$ cat src/hdl/lgrs_pkg.sv
`timescale 1ns / 1ps
`default_nettype none

package lgrs_pkg;

  localparam int unsigned ROW_W        = 64;
  localparam int unsigned IDX_W        = 12;
  localparam int unsigned CFG_WIDTH_W  = 7;
  localparam int unsigned CFG_HEIGHT_W = 13;
  localparam int unsigned CFG_DATA_W   = 13;
  localparam int unsigned CFG_IDX_W    = 1;
  localparam int unsigned FIFO_DEPTH   = 4;
  localparam int unsigned FIFO_PTR_W   = 2;
  localparam int unsigned FIFO_CNT_W   = 3;

  localparam logic [CFG_WIDTH_W-1:0]  WIDTH_RESET  = 7'd16;
  localparam logic [CFG_HEIGHT_W-1:0] HEIGHT_RESET = 13'd16;
  localparam logic [CFG_HEIGHT_W-1:0] HEIGHT_LIMIT = 13'd4096;

  typedef enum logic [CFG_IDX_W-1:0] {
    REG_GRID_WIDTH  = 1'b0,
    REG_GRID_HEIGHT = 1'b1
  } cfg_reg_e;

  // One result word as it leaves the block.
  typedef struct packed {
    logic [ROW_W-1:0] cells;
    logic [IDX_W-1:0] idx;
    logic             changed;
    logic             last;
  } res_t;

  // Change flags after the first and after the second result of an item.
  typedef struct packed {
    logic a;
    logic b;
  } chg_t;

endpackage

`default_nettype wire

$ cat src/hdl/lgrs_lane.sv
`timescale 1ns / 1ps
`default_nettype none

module lgrs_lane
  import lgrs_pkg::*;
(
  input  wire logic [2:0] up_i,
  input  wire logic [2:0] mid_i,
  input  wire logic [2:0] down_i,
  output logic            next_o
);

  logic [3:0] ncount;

  // Bit 1 of each window is the lane's own column; the center is not a neighbor.
  assign ncount = 4'(up_i[0]) + 4'(up_i[1]) + 4'(up_i[2])
                + 4'(mid_i[0]) + 4'(mid_i[2])
                + 4'(down_i[0]) + 4'(down_i[1]) + 4'(down_i[2]);

  assign next_o = (ncount == 4'd3) || (mid_i[1] && (ncount == 4'd2));

endmodule

`default_nettype wire

$ cat src/hdl/lgrs_merge.sv
`timescale 1ns / 1ps
`default_nettype none

module lgrs_merge
  import lgrs_pkg::*;
#(
  parameter int unsigned LANES = 64
) (
  input  wire logic [LANES-1:0]        next_a_i,
  input  wire logic [LANES-1:0]        cur_a_i,
  input  wire logic [LANES-1:0]        next_b_i,
  input  wire logic [LANES-1:0]        cur_b_i,
  input  wire logic                    emit_a_i,
  input  wire logic                    emit_b_i,
  input  wire logic                    change_seen_i,
  input  wire logic [CFG_HEIGHT_W-1:0] rows_seen_i,
  output chg_t                         chg_o,
  output res_t                         first_o,
  output res_t                         second_o,
  output logic [1:0]                   push_n_o
);

  res_t res_a;
  res_t res_b;

  // The flag is sticky, so the second result sees what the first one found.
  assign chg_o.a = change_seen_i || (emit_a_i && (next_a_i != cur_a_i));
  assign chg_o.b = chg_o.a || (next_b_i != cur_b_i);

  always_comb begin
    res_a.cells   = ROW_W'(next_a_i);
    res_a.idx     = IDX_W'(rows_seen_i - 13'd1);
    res_a.changed = chg_o.a;
    res_a.last    = 1'b0;
    res_b.cells   = ROW_W'(next_b_i);
    res_b.idx     = rows_seen_i[IDX_W-1:0];
    res_b.changed = chg_o.b;
    res_b.last    = 1'b1;
  end

  assign first_o  = emit_a_i ? res_a : res_b;
  assign second_o = res_b;
  assign push_n_o = 2'(emit_a_i) + 2'(emit_b_i);

endmodule

`default_nettype wire

$ cat src/hdl/lgrs_fifo.sv
`timescale 1ns / 1ps
`default_nettype none

module lgrs_fifo
  import lgrs_pkg::*;
(
  input  wire logic       clk_i,
  input  wire logic       rst_ni,
  input  wire logic [1:0] push_n_i,
  input  wire res_t       first_i,
  input  wire res_t       second_i,
  output logic            space_o,
  output logic            valid_o,
  input  wire logic       ready_i,
  output res_t            data_o
);

  res_t                  mem_q [FIFO_DEPTH];
  logic [FIFO_PTR_W-1:0] wptr_q, wptr_d;
  logic [FIFO_PTR_W-1:0] rptr_q, rptr_d;
  logic [FIFO_CNT_W-1:0] count_q, count_d;
  logic [FIFO_PTR_W-1:0] wptr_next;
  logic                  pop;

  assign valid_o   = (count_q != '0);
  assign data_o    = mem_q[rptr_q];
  assign pop       = valid_o && ready_i;
  // Room for the worst case of two words per item.
  assign space_o   = (count_q <= FIFO_CNT_W'(FIFO_DEPTH - 2));
  assign wptr_next = wptr_q + FIFO_PTR_W'(1);

  always_comb begin
    wptr_d  = wptr_q + FIFO_PTR_W'(push_n_i);
    rptr_d  = rptr_q + FIFO_PTR_W'(pop);
    count_d = count_q + FIFO_CNT_W'(push_n_i) - FIFO_CNT_W'(pop);
  end

  always_ff @(posedge clk_i or negedge rst_ni) begin
    if (!rst_ni) begin
      wptr_q  <= '0;
      rptr_q  <= '0;
      count_q <= '0;
    end else begin
      wptr_q  <= wptr_d;
      rptr_q  <= rptr_d;
      count_q <= count_d;
    end
  end

  always_ff @(posedge clk_i) begin
    for (int i = 0; i < FIFO_DEPTH; i++) begin
      if ((push_n_i != 2'd0) && (FIFO_PTR_W'(i) == wptr_q)) begin
        mem_q[i] <= first_i;
      end else if ((push_n_i == 2'd2) && (FIFO_PTR_W'(i) == wptr_next)) begin
        mem_q[i] <= second_i;
      end
    end
  end

  assert property (@(posedge clk_i) disable iff (!rst_ni)
    count_q <= FIFO_CNT_W'(FIFO_DEPTH))
    else $error("output queue count above depth");

  assert property (@(posedge clk_i) disable iff (!rst_ni)
    (push_n_i != 2'd0) |-> space_o)
    else $error("output queue written without room");

  assert property (@(posedge clk_i) disable iff (!rst_ni)
    push_n_i != 2'd3)
    else $error("more than two words pushed for one item");

endmodule

`default_nettype wire

$ cat src/hdl/life_generation_row_stencil.sv
// Conway Life (birth on 3, survival on 2 or 3) stencil, one generation per
// pass over a non-wrapping grid, one row per input word, top row first.
// Input channel: in_valid_i / in_ready_o with row_cells_i; bit i is column i.
// Output channel: out_valid_o / out_ready_i with next_row_cells_o,
// row_index_o, changed_o and last_row_o.
// The row arriving as row k yields the next state of row k-1 (none for k = 0);
// the last row of the generation also yields row k, marked last, after it.
// Config: cfg_we_i writes cfg_data_i to grid_width (index 0) or grid_height
// (index 1) in the same cycle; write only while the block is idle.
// A word enters a four-entry output queue in the cycle its row is accepted
// and is offered from that registered queue after any earlier words. One row
// per cycle is taken while in_ready_o is high; the 2*MAX_WIDTH neighbor-count
// lanes finish within that cycle. in_ready_o is high while the queue has room
// for two words, so a stalled receiver stops input after the queue fills and
// nothing is lost. Reset clears the stored rows, the row counter and the
// change flag, empties the queue and sets width and height to 16.
`timescale 1ns / 1ps
`default_nettype none

module life_generation_row_stencil
  import lgrs_pkg::*;
#(
  parameter int unsigned MAX_WIDTH = 64
) (
  input  wire logic                  clk_i,
  input  wire logic                  rst_ni,
  input  wire logic                  cfg_we_i,
  input  wire logic [CFG_IDX_W-1:0]  cfg_idx_i,
  input  wire logic [CFG_DATA_W-1:0] cfg_data_i,
  input  wire logic                  in_valid_i,
  output logic                       in_ready_o,
  input  wire logic [ROW_W-1:0]      row_cells_i,
  output logic                       out_valid_o,
  input  wire logic                  out_ready_i,
  output logic [ROW_W-1:0]           next_row_cells_o,
  output logic [IDX_W-1:0]           row_index_o,
  output logic                       changed_o,
  output logic                       last_row_o
);

  logic [CFG_WIDTH_W-1:0]  grid_width_q;
  logic [CFG_HEIGHT_W-1:0] grid_height_q;
  logic [MAX_WIDTH-1:0]    row_above_q, row_above_d;
  logic [MAX_WIDTH-1:0]    row_middle_q, row_middle_d;
  logic [CFG_HEIGHT_W-1:0] rows_seen_q, rows_seen_d;
  logic                    change_seen_q, change_seen_d;

  logic [CFG_WIDTH_W-1:0]  w_eff;
  logic [CFG_HEIGHT_W-1:0] h_eff;
  logic [MAX_WIDTH-1:0]    mask;
  logic [MAX_WIDTH-1:0]    up_m, mid_m, row_m;
  logic [MAX_WIDTH+1:0]    pad_up, pad_mid, pad_row;
  logic [MAX_WIDTH-1:0]    lane_a, lane_b;
  logic [MAX_WIDTH-1:0]    next_a, next_b;
  logic                    in_accept;
  logic                    emit_a;
  logic                    is_last;
  logic [1:0]              push_n;
  chg_t                    chg;
  res_t                    first_res, second_res, out_res;

  // Configuration registers.
  always_ff @(posedge clk_i or negedge rst_ni) begin
    if (!rst_ni) begin
      grid_width_q  <= WIDTH_RESET;
      grid_height_q <= HEIGHT_RESET;
    end else if (cfg_we_i) begin
      unique case (cfg_reg_e'(cfg_idx_i))
        REG_GRID_WIDTH:  grid_width_q  <= cfg_data_i[CFG_WIDTH_W-1:0];
        REG_GRID_HEIGHT: grid_height_q <= cfg_data_i;
      endcase
    end
  end

  always_comb begin
    if (grid_width_q == '0) begin
      w_eff = CFG_WIDTH_W'(1);
    end else if (grid_width_q > CFG_WIDTH_W'(MAX_WIDTH)) begin
      w_eff = CFG_WIDTH_W'(MAX_WIDTH);
    end else begin
      w_eff = grid_width_q;
    end
    if (grid_height_q == '0) begin
      h_eff = CFG_HEIGHT_W'(1);
    end else if (grid_height_q > HEIGHT_LIMIT) begin
      h_eff = HEIGHT_LIMIT;
    end else begin
      h_eff = grid_height_q;
    end
  end

  for (genvar g = 0; g < MAX_WIDTH; g++) begin : g_mask
    assign mask[g] = (CFG_WIDTH_W'(g) < w_eff);
  end

  assign in_accept = in_valid_i && in_ready_o;
  assign emit_a    = (rows_seen_q != '0);
  assign is_last   = ({1'b0, rows_seen_q} + 14'd1) >= {1'b0, h_eff};

  // Stored rows are masked again in case the width changed since they came in.
  assign row_m = row_cells_i[MAX_WIDTH-1:0] & mask;
  assign up_m  = (rows_seen_q >= CFG_HEIGHT_W'(2)) ? (row_above_q & mask) : '0;
  assign mid_m = emit_a ? (row_middle_q & mask) : '0;

  // Dead border on both sides of every row.
  assign pad_up  = {1'b0, up_m, 1'b0};
  assign pad_mid = {1'b0, mid_m, 1'b0};
  assign pad_row = {1'b0, row_m, 1'b0};

  for (genvar g = 0; g < MAX_WIDTH; g++) begin : g_lanes
    lgrs_lane u_lane_a (
      .up_i   (pad_up[g+2:g]),
      .mid_i  (pad_mid[g+2:g]),
      .down_i (pad_row[g+2:g]),
      .next_o (lane_a[g])
    );

    lgrs_lane u_lane_b (
      .up_i   (pad_mid[g+2:g]),
      .mid_i  (pad_row[g+2:g]),
      .down_i (3'b000),
      .next_o (lane_b[g])
    );
  end

  // Columns past the width may see live neighbors but stay dead.
  assign next_a = lane_a & mask;
  assign next_b = lane_b & mask;

  lgrs_merge #(
    .LANES (MAX_WIDTH)
  ) u_merge (
    .next_a_i      (next_a),
    .cur_a_i       (mid_m),
    .next_b_i      (next_b),
    .cur_b_i       (row_m),
    .emit_a_i      (emit_a && in_accept),
    .emit_b_i      (is_last && in_accept),
    .change_seen_i (change_seen_q),
    .rows_seen_i   (rows_seen_q),
    .chg_o         (chg),
    .first_o       (first_res),
    .second_o      (second_res),
    .push_n_o      (push_n)
  );

  always_comb begin
    row_above_d   = row_above_q;
    row_middle_d  = row_middle_q;
    rows_seen_d   = rows_seen_q;
    change_seen_d = change_seen_q;
    if (in_accept) begin
      if (is_last) begin
        row_above_d   = '0;
        row_middle_d  = '0;
        rows_seen_d   = '0;
        change_seen_d = 1'b0;
      end else begin
        row_above_d   = mid_m;
        row_middle_d  = row_m;
        rows_seen_d   = rows_seen_q + CFG_HEIGHT_W'(1);
        change_seen_d = chg.a;
      end
    end
  end

  always_ff @(posedge clk_i or negedge rst_ni) begin
    if (!rst_ni) begin
      row_above_q   <= '0;
      row_middle_q  <= '0;
      rows_seen_q   <= '0;
      change_seen_q <= 1'b0;
    end else begin
      row_above_q   <= row_above_d;
      row_middle_q  <= row_middle_d;
      rows_seen_q   <= rows_seen_d;
      change_seen_q <= change_seen_d;
    end
  end

  lgrs_fifo u_fifo (
    .clk_i    (clk_i),
    .rst_ni   (rst_ni),
    .push_n_i (push_n),
    .first_i  (first_res),
    .second_i (second_res),
    .space_o  (in_ready_o),
    .valid_o  (out_valid_o),
    .ready_i  (out_ready_i),
    .data_o   (out_res)
  );

  assign next_row_cells_o = out_res.cells;
  assign row_index_o      = out_res.idx;
  assign changed_o        = out_res.changed;
  assign last_row_o       = out_res.last;

  assert property (@(posedge clk_i) disable iff (!rst_ni)
    (in_accept && is_last) |=> ((rows_seen_q == '0) && !change_seen_q))
    else $error("generation state not cleared after the last row");

  assert property (@(posedge clk_i) disable iff (!rst_ni)
    rows_seen_q < HEIGHT_LIMIT)
    else $error("row counter beyond the height limit");

endmodule

`default_nettype wire
$ cat config.mk
export PLATFORM = sky130hd
export DESIGN_NAME = life_generation_row_stencil
export DESIGN_NICKNAME = d
export VERILOG_FILES = /design/src/hdl/lgrs_pkg.sv /design/src/hdl/lgrs_lane.sv /design/src/hdl/lgrs_merge.sv /design/src/hdl/lgrs_fifo.sv /design/src/hdl/life_generation_row_stencil.sv
export SDC_FILE = /design/constraint.sdc
export NUM_CORES = 2
export LEC_CHECK = 0
export BUFFER_PORTS_ARGS = -buffer_cell sky130_fd_sc_hd__clkbuf_2
export CAP_MARGIN = 20
export CORE_AREA = 4 4 335 337
export CTS_CLUSTER_DIAMETER = 80
export DETAILED_ROUTE_END_ITERATION = 6
export DIE_AREA = 0 0 339 341
export HOLD_SLACK_MARGIN = 0.02
export PLACE_DENSITY_LB_ADDON = 0.2
export SYNTH_ARGS = -nofsm -noshare
export SYNTH_HDL_FRONTEND = slang
export SYNTH_SLANG_ARGS = --single-unit
$ cat constraint.sdc
create_clock -name clk_i -period 13.45 [get_ports clk_i]
set_clock_uncertainty 0.15 [all_clocks]
set_input_delay 1.345 -clock clk_i [delete_from_list [all_inputs] [get_ports clk_i]]
set_output_delay 1.345 -clock clk_i [all_outputs]
set_load 0.01 [all_outputs]
# Word level (Yosys, flattened, before mapping)

Memories as Yosys holds them, arrays and structs flattened.
Cells that the tools add are included.

Add/sub/neg operators: 701
$lt $le $gt $ge: 69
Equal/unequal tests: 265
Muxes and demuxes: 41
Bitwise operators: 10
Reduce and logical (&&, ||, !) cells: 282

Operators by type and width:

| operator                                                                              | number |
|---|---|
| 4-bit by 1-bit adder with 4-bit output                                                | 564 |
| 4-bit by 2-bit == test with 1-bit output (second input constant)                      | 256 |
| 78-bit 2-to-1 mux                                                                     | 7 |
| 64-bit AND                                                                            | 5 |
| 64-bit 2-to-1 mux                                                                     | 4 |
| 1-bit by 1-bit adder with 2-bit output                                                | 127 |
| 6-bit by 7-bit < comparator with 1-bit output (first input constant)                  | 32 |
| 78-bit OR reduction                                                                   | 2 |
| 1-bit logical AND                                                                     | 141 |
| 1-bit logical OR                                                                      | 130 |
| 64-bit inequality test                                                                | 2 |
| 5-bit by 7-bit < comparator with 1-bit output (first input constant)                  | 16 |
| 4-bit by 7-bit < comparator with 1-bit output (first input constant)                  | 8 |
| 13-bit 2-to-1 mux                                                                     | 3 |
| 3-bit by 7-bit < comparator with 1-bit output (first input constant)                  | 4 |
| 1-bit 2-to-1 mux                                                                      | 23 |
| 13-bit by 1-bit adder with 14-bit output (second input constant)                      | 1 |
| 14-bit by 13-bit greater-or-equal comparator with 1-bit output                        | 1 |
| 1-bit by 7-bit < comparator with 1-bit output (first input constant)                  | 2 |
| 2-bit by 7-bit < comparator with 1-bit output (first input constant)                  | 2 |
| 7-bit 2-to-1 mux                                                                      | 2 |
| 13-bit by 1-bit adder with 13-bit output (second input constant)                      | 1 |
| 13-bit by 2-bit greater-or-equal comparator with 1-bit output (second input constant) | 1 |
| 13-bit > comparator (second input constant)                                           | 1 |
| other kinds (22)                                                                      | 33 |

Register bits after elaboration: 169
RAM bits: 312
Bits of input ports: 83
Output and inout bits: 80
Word-level logic and storage cells: 1378
Memories kept: 1

Memory list:

| name         | depth | bits a word | read ports | clocked after Yosys merged registers in | write ports | line            | RTL |
|---|---|---|---|---|---|---|---|
| u_fifo.mem_q | 4     | 78          | 1          | 0                                       | 2           | lgrs_fifo.sv:18 | `res_t mem_q [FIFO_DEPTH];` |

# Longest topological paths before layout

Word-level depth: 24
Mapped depth: 27
Depth with buffers taken out: 23

# By module

Synthesis repeated with hierarchy kept, for this count alone.

Cells, all modules: 5337
Area, all modules: 53227.3 um2

By module, submodules not included:

| module                                | instances | cells each | area an instance (um2) | seq. area each (um2) |
|---|---|---|---|---|
| lgrs_fifo                             | 1         | 802        | 15444.8                | 9544.2 |
| lgrs_lane at g_lanes[34].u_lane_b ... | 73        | 23         | 200.2                  | 0.0 |
| lgrs_lane at g_lanes[0].u_lane_a ...  | 55        | 23         | 185.2                  | 0.0 |
| life_generation_row_stencil           | 1         | 1230       | 9972.1                 | 4056.4 |
| lgrs_merge                            | 1         | 361        | 3011.6                 | 0.0 |

# Least setup slack after synthesis

Ideal clock, no wire load.

Path type: register to register
From: register rows_seen_q[2]
To: memory u_fifo.mem_q[1][0] (netlist name) (enable)
Setup time: 0.630 ns
Arrival: 8.829 ns
Data required time: 12.670 ns
Path slack: 3.840 ns
Cell stages (with the launch flop): 17
Buffers on the path: 2
Clock period less this slack: 9.610 ns
Cells stage by stage: dfrtp_1 > buf_1 > and3_1 > and3_1 > nand3_1 > xnor2_1 > ha_1 > nand3_1 > a21oi_1 > a21oi_1 > nor2_1 > clkbuf_1 > nand2_1 > inv_1 > ha_1 > nor2_1 > a211oi_1

RTL lines:

| item                     | line                               | RTL |
|---|---|---|
| start: declaration       | life_generation_row_stencil.sv:45  | `logic [CFG_HEIGHT_W-1:0] rows_seen_q, rows_seen_d;` |
| start signal: assignment | life_generation_row_stencil.sv:176 | `rows_seen_q <= rows_seen_d;` |
| end: declaration         | lgrs_fifo.sv:18                    |  |

==> flow_summary.yaml <==
run_status:
  status: "finished, violations left"
  violations: "design-rule violations"
pwr:
  p_leak_nw: 22.2
  power_density_nw_per_um2: 282
  total_power_mw: 13.5
  vdd_ir_drop_max_mv: 0.119
yosys:
  synth_compound_area_share_pct: 11.7
  synth-async-reset-ratio_pct: 35.1
  syn_area_um2: 43300
  synth_top_area_share_pct: 21.6
  yosys.cell_types.count: 96
  synthSimpleGateAreaFrac_pct: 14.1
  syn_inst: 4279
  yosys_most_used_dff: "edfxtp_1"
  synth_seq_cells: 481
  synth_top_family_by_area: "adder cells"
  synth.area.mux_share_pct: 6.92
  synth_most_common_cell: "inv_1"
  synth_top_area_cell: "edfxtp_1"
  syn_nets: 5088
  ys_seq_area_share_pct: 31.4
  synthTopCellsByCount: "inv_1, nand2_1, fa_1"
  yosys-top-cells-area: "edfxtp_1, fa_1, ha_1, dfrtp_1, inv_1"
  synth_edf_count: 311
  synthXorXnorAreaFrac_pct: 0.991
  synthAdderAreaFrac_pct: 27.6
  ys_warn_count: 0
  avgSynthCellArea_um2: 10.1
clocking:
  cts_setup_buffers: 0
  cts_resized: 0
  htreeDepth: 2
  holdBufCountCts: 0
  cts_buffer_depth: 3
  cts_sinks: 481
  cts_buffers: 59
  cts_root_buf: "clkbuf_16"
  clk_latency_ns: 0.70
  clk_pin_slew_worst_paths_ns: 0.06
  cts_tree: "built"
layout:
  post_route_cells_drive_above_1_share_pct: 10.9
  fin_cells: 5842
  area_growth_pct: 10.1
  register_area_um2: 13600
  nFillCells: 10342
  multi_input_area_um2: 26600
  final_nets: 5183
die:
  fp.dieW_um: 339
  die_height_um: 341
  core_area_um2: 109000
  dieArea_um2: 116000
  start_util_pct: 39.8
  num_rows: 121
  ios: 163
timing:
  fin_tns_setup_ns: 0
  rsz0062_at_grt: "no"
  slew_viol_final: 0
  max_clock_freq_mhz: 121
  hold_viol: 0
  min_period_ns: 8.27
  setup_viol: 0
  slew_headroom_pct: 11.4
  max_slew.worst_pin.slew_ns: 1.32
  fin_crit_sh_pct: 61.5
global_route:
  grt_pass1_vias: 33115
  grt_max_degree: 85
  track_usage_pct: 27.3
  antenna_found_initial: 10
  globalRouteOverflowTotal: 0
  grt_pass1_wl_um: 233000
route:
  drtIter0Drc: 4032
  ant_nets: 0
  drc_errors: 3
  wirelength_um: 160000
  wl_per_cell_um: 27.3
  firstDrtPassIters: 7
  viasPerCell: 5.83
  via_count: 34081
worst_setup_path:
  critical_path_class: "reg2reg"
  required_ns: 13.73
  start_kind: "flop"
  crit_arrival_ns: 8.54
  cp-end-kind: "flop"
  crit_top_cell: "fa_1"
  critPathSlowestCell: "a2111oi_0"
  r2r_slack_ns: 5.18
  slowest_delay_ns: 0.93
  reg2reg_from: "rows_seen_q[6]$_DFFE_PN0P_"
  r2r-end: "u_fifo.mem_q[0][1]$_DFFE_PP_"
  path_cells: "nor4_4 > and4b_1 > nand2_2 > buf_4 > and3_1 > ha_1 > fa_1 > inv_1 > fa_1 > fa_1 > fa_1 > nor2_1 > a31oi_1 > or2_2 > a32oi_1 > o211ai_1 > a2111oi_0 > nand4_1 > o21ai_2 > nand2_1"
  r2r_cells: 20
  path_max_fanout: 40
min_path:
  holdCritStartpoint: "row_above_q[15]$_DFFE_PN0P_"
  holdCritPathClass: "reg2reg"
  holdPathEnd: "row_above_q[15]$_DFFE_PN0P_"
  whs_path_depth: 2
placed_design:
  place_inst: 5723
  hpwl_um: 126000
  port_buffers: 162
  gp_congestion: 1.03
run:
  max_cap_violations: 0
power by group:
part | internal (mW) | switching (mW) | total, mW
registers | 2.23 | 0.277 | 2.50
clock network | 0.997 | 0.732 | 1.73
logic | 3.16 | 6.07 | 9.23
total | 6.38 | 7.08 | 13.5
flip-flops by register name (all words and copies together) (netlist names):
signal          flops
u_fifo.rptr_q       2
row_middle_q       64
grid_width_q        7
grid_height_q      13
u_fifo.wptr_q       2
change_seen_q       1
u_fifo.mem_q      312
row_above_q        64
u_fifo.count_q      3
rows_seen_q        13
metal layers:
layer  track usage (%)  part of all wire (%)
met1              38.8                    43
met2              39.6                    42
met3              7.00                    10
met4              11.7                   5.2
met5                 0                     0
layout make-up:
| cell class | instances | area share (%) |
|---|---|---|
| clock inverter | 43 | 1.11 |
| sequential | 481 | 28.5 |
| tap | 1414 | 3.71 |
| inverter | 640 | 5.04 |
| antenna | 5 | 0.0262 |
| clock buffer | 67 | 3.20 |
| timing repair buffer | 217 | 2.61 |
| multi-input combinational | 2975 | 55.8 |
layout by cell type (no fill, tap or decap), drive strengths merged, types with 29 or more instances in the layout:
master / Yosys / final
inv: 638 / 639
o21ai: 243 / 243
fa: 381 / 381
nor2b: 53 / 53
nand2: 538 / 538
nand4: 29 / 29
nor2: 151 / 151
mux2i: 97 / 97
mux4: 78 / 78
nor4b: 32 / 32
a211oi: 31 / 31
o31ai: 132 / 132
and3: 74 / 74
nor3: 41 / 41
a21oi: 93 / 93
clkbuf: 112 / 231
edfxtp: 311 / 311
o211ai: 33 / 33
ha: 345 / 345
nand2b: 72 / 72
or3: 29 / 29
dfrtp: 167 / 167
nand3: 114 / 114
o22ai: 57 / 57
buf: 71 / 53
cell families after synthesis:
kind of cell | after synthesis
muxes | 199
and+or+nand+nor | 1232
xor gates and xnor gates | 49
buffers and inverters | 823
AOI/OAI and AO/OA | 769
adders and majority gates | 726
DFF | 481
stage by stage:
stage | instance area, µm² | utilization [%] | hold WS, ns | worst slack [ns]
final | 47700 | 43.8 | 0.318 | 5.18
after global routing | 47700 | 43.8 | 0.332 | 5.04
after CTS | 47700 | 43.8 | 0.320 | 5.31
after detailed placement | 45600 | 41.9 | 0.307 | 5.32
after global placement | 45600 | 41.9 | 0.301 | 5.36
after floorplan | 43300 | - | 0.285 | 3.84
worst max path at each step:
stage / cells after the start / endpoint / slack (ns) / startpoint
after floorplan: 16 / u_fifo.mem_q[1][0]$_SDFFCE_PP1P_ / 3.84 / rows_seen_q[2]$_DFFE_PN0P_
after global placement: 20 / u_fifo.mem_q[0][1]$_DFFE_PP_ / 5.36 / rows_seen_q[6]$_DFFE_PN0P_
after detailed placement: 20 / u_fifo.mem_q[1][1]$_DFFE_PP_ / 5.32 / rows_seen_q[6]$_DFFE_PN0P_
after CTS: 20 / u_fifo.mem_q[0][1]$_DFFE_PP_ / 5.31 / rows_seen_q[6]$_DFFE_PN0P_
after global routing: 20 / u_fifo.mem_q[3][1]$_DFFE_PP_ / 5.04 / rows_seen_q[6]$_DFFE_PN0P_
final: 20 / u_fifo.mem_q[0][1]$_DFFE_PP_ / 5.18 / rows_seen_q[6]$_DFFE_PN0P_
worst max-delay path, delay by kind of cell (launching register included):
| kind | cells | cell delay, ns |
|---|---|---|
| AO/OA/AOI/OAI | 5 | 2.06 |
| adder cells (fa/ha/maj) | 5 | 2.06 |
| buffers and inverters | 2 | 0.54 |
| flip-flops | 1 | 0.57 |
| AND/OR/NAND/NOR | 8 | 2.55 |
Power figures use the tool's default switching activity.
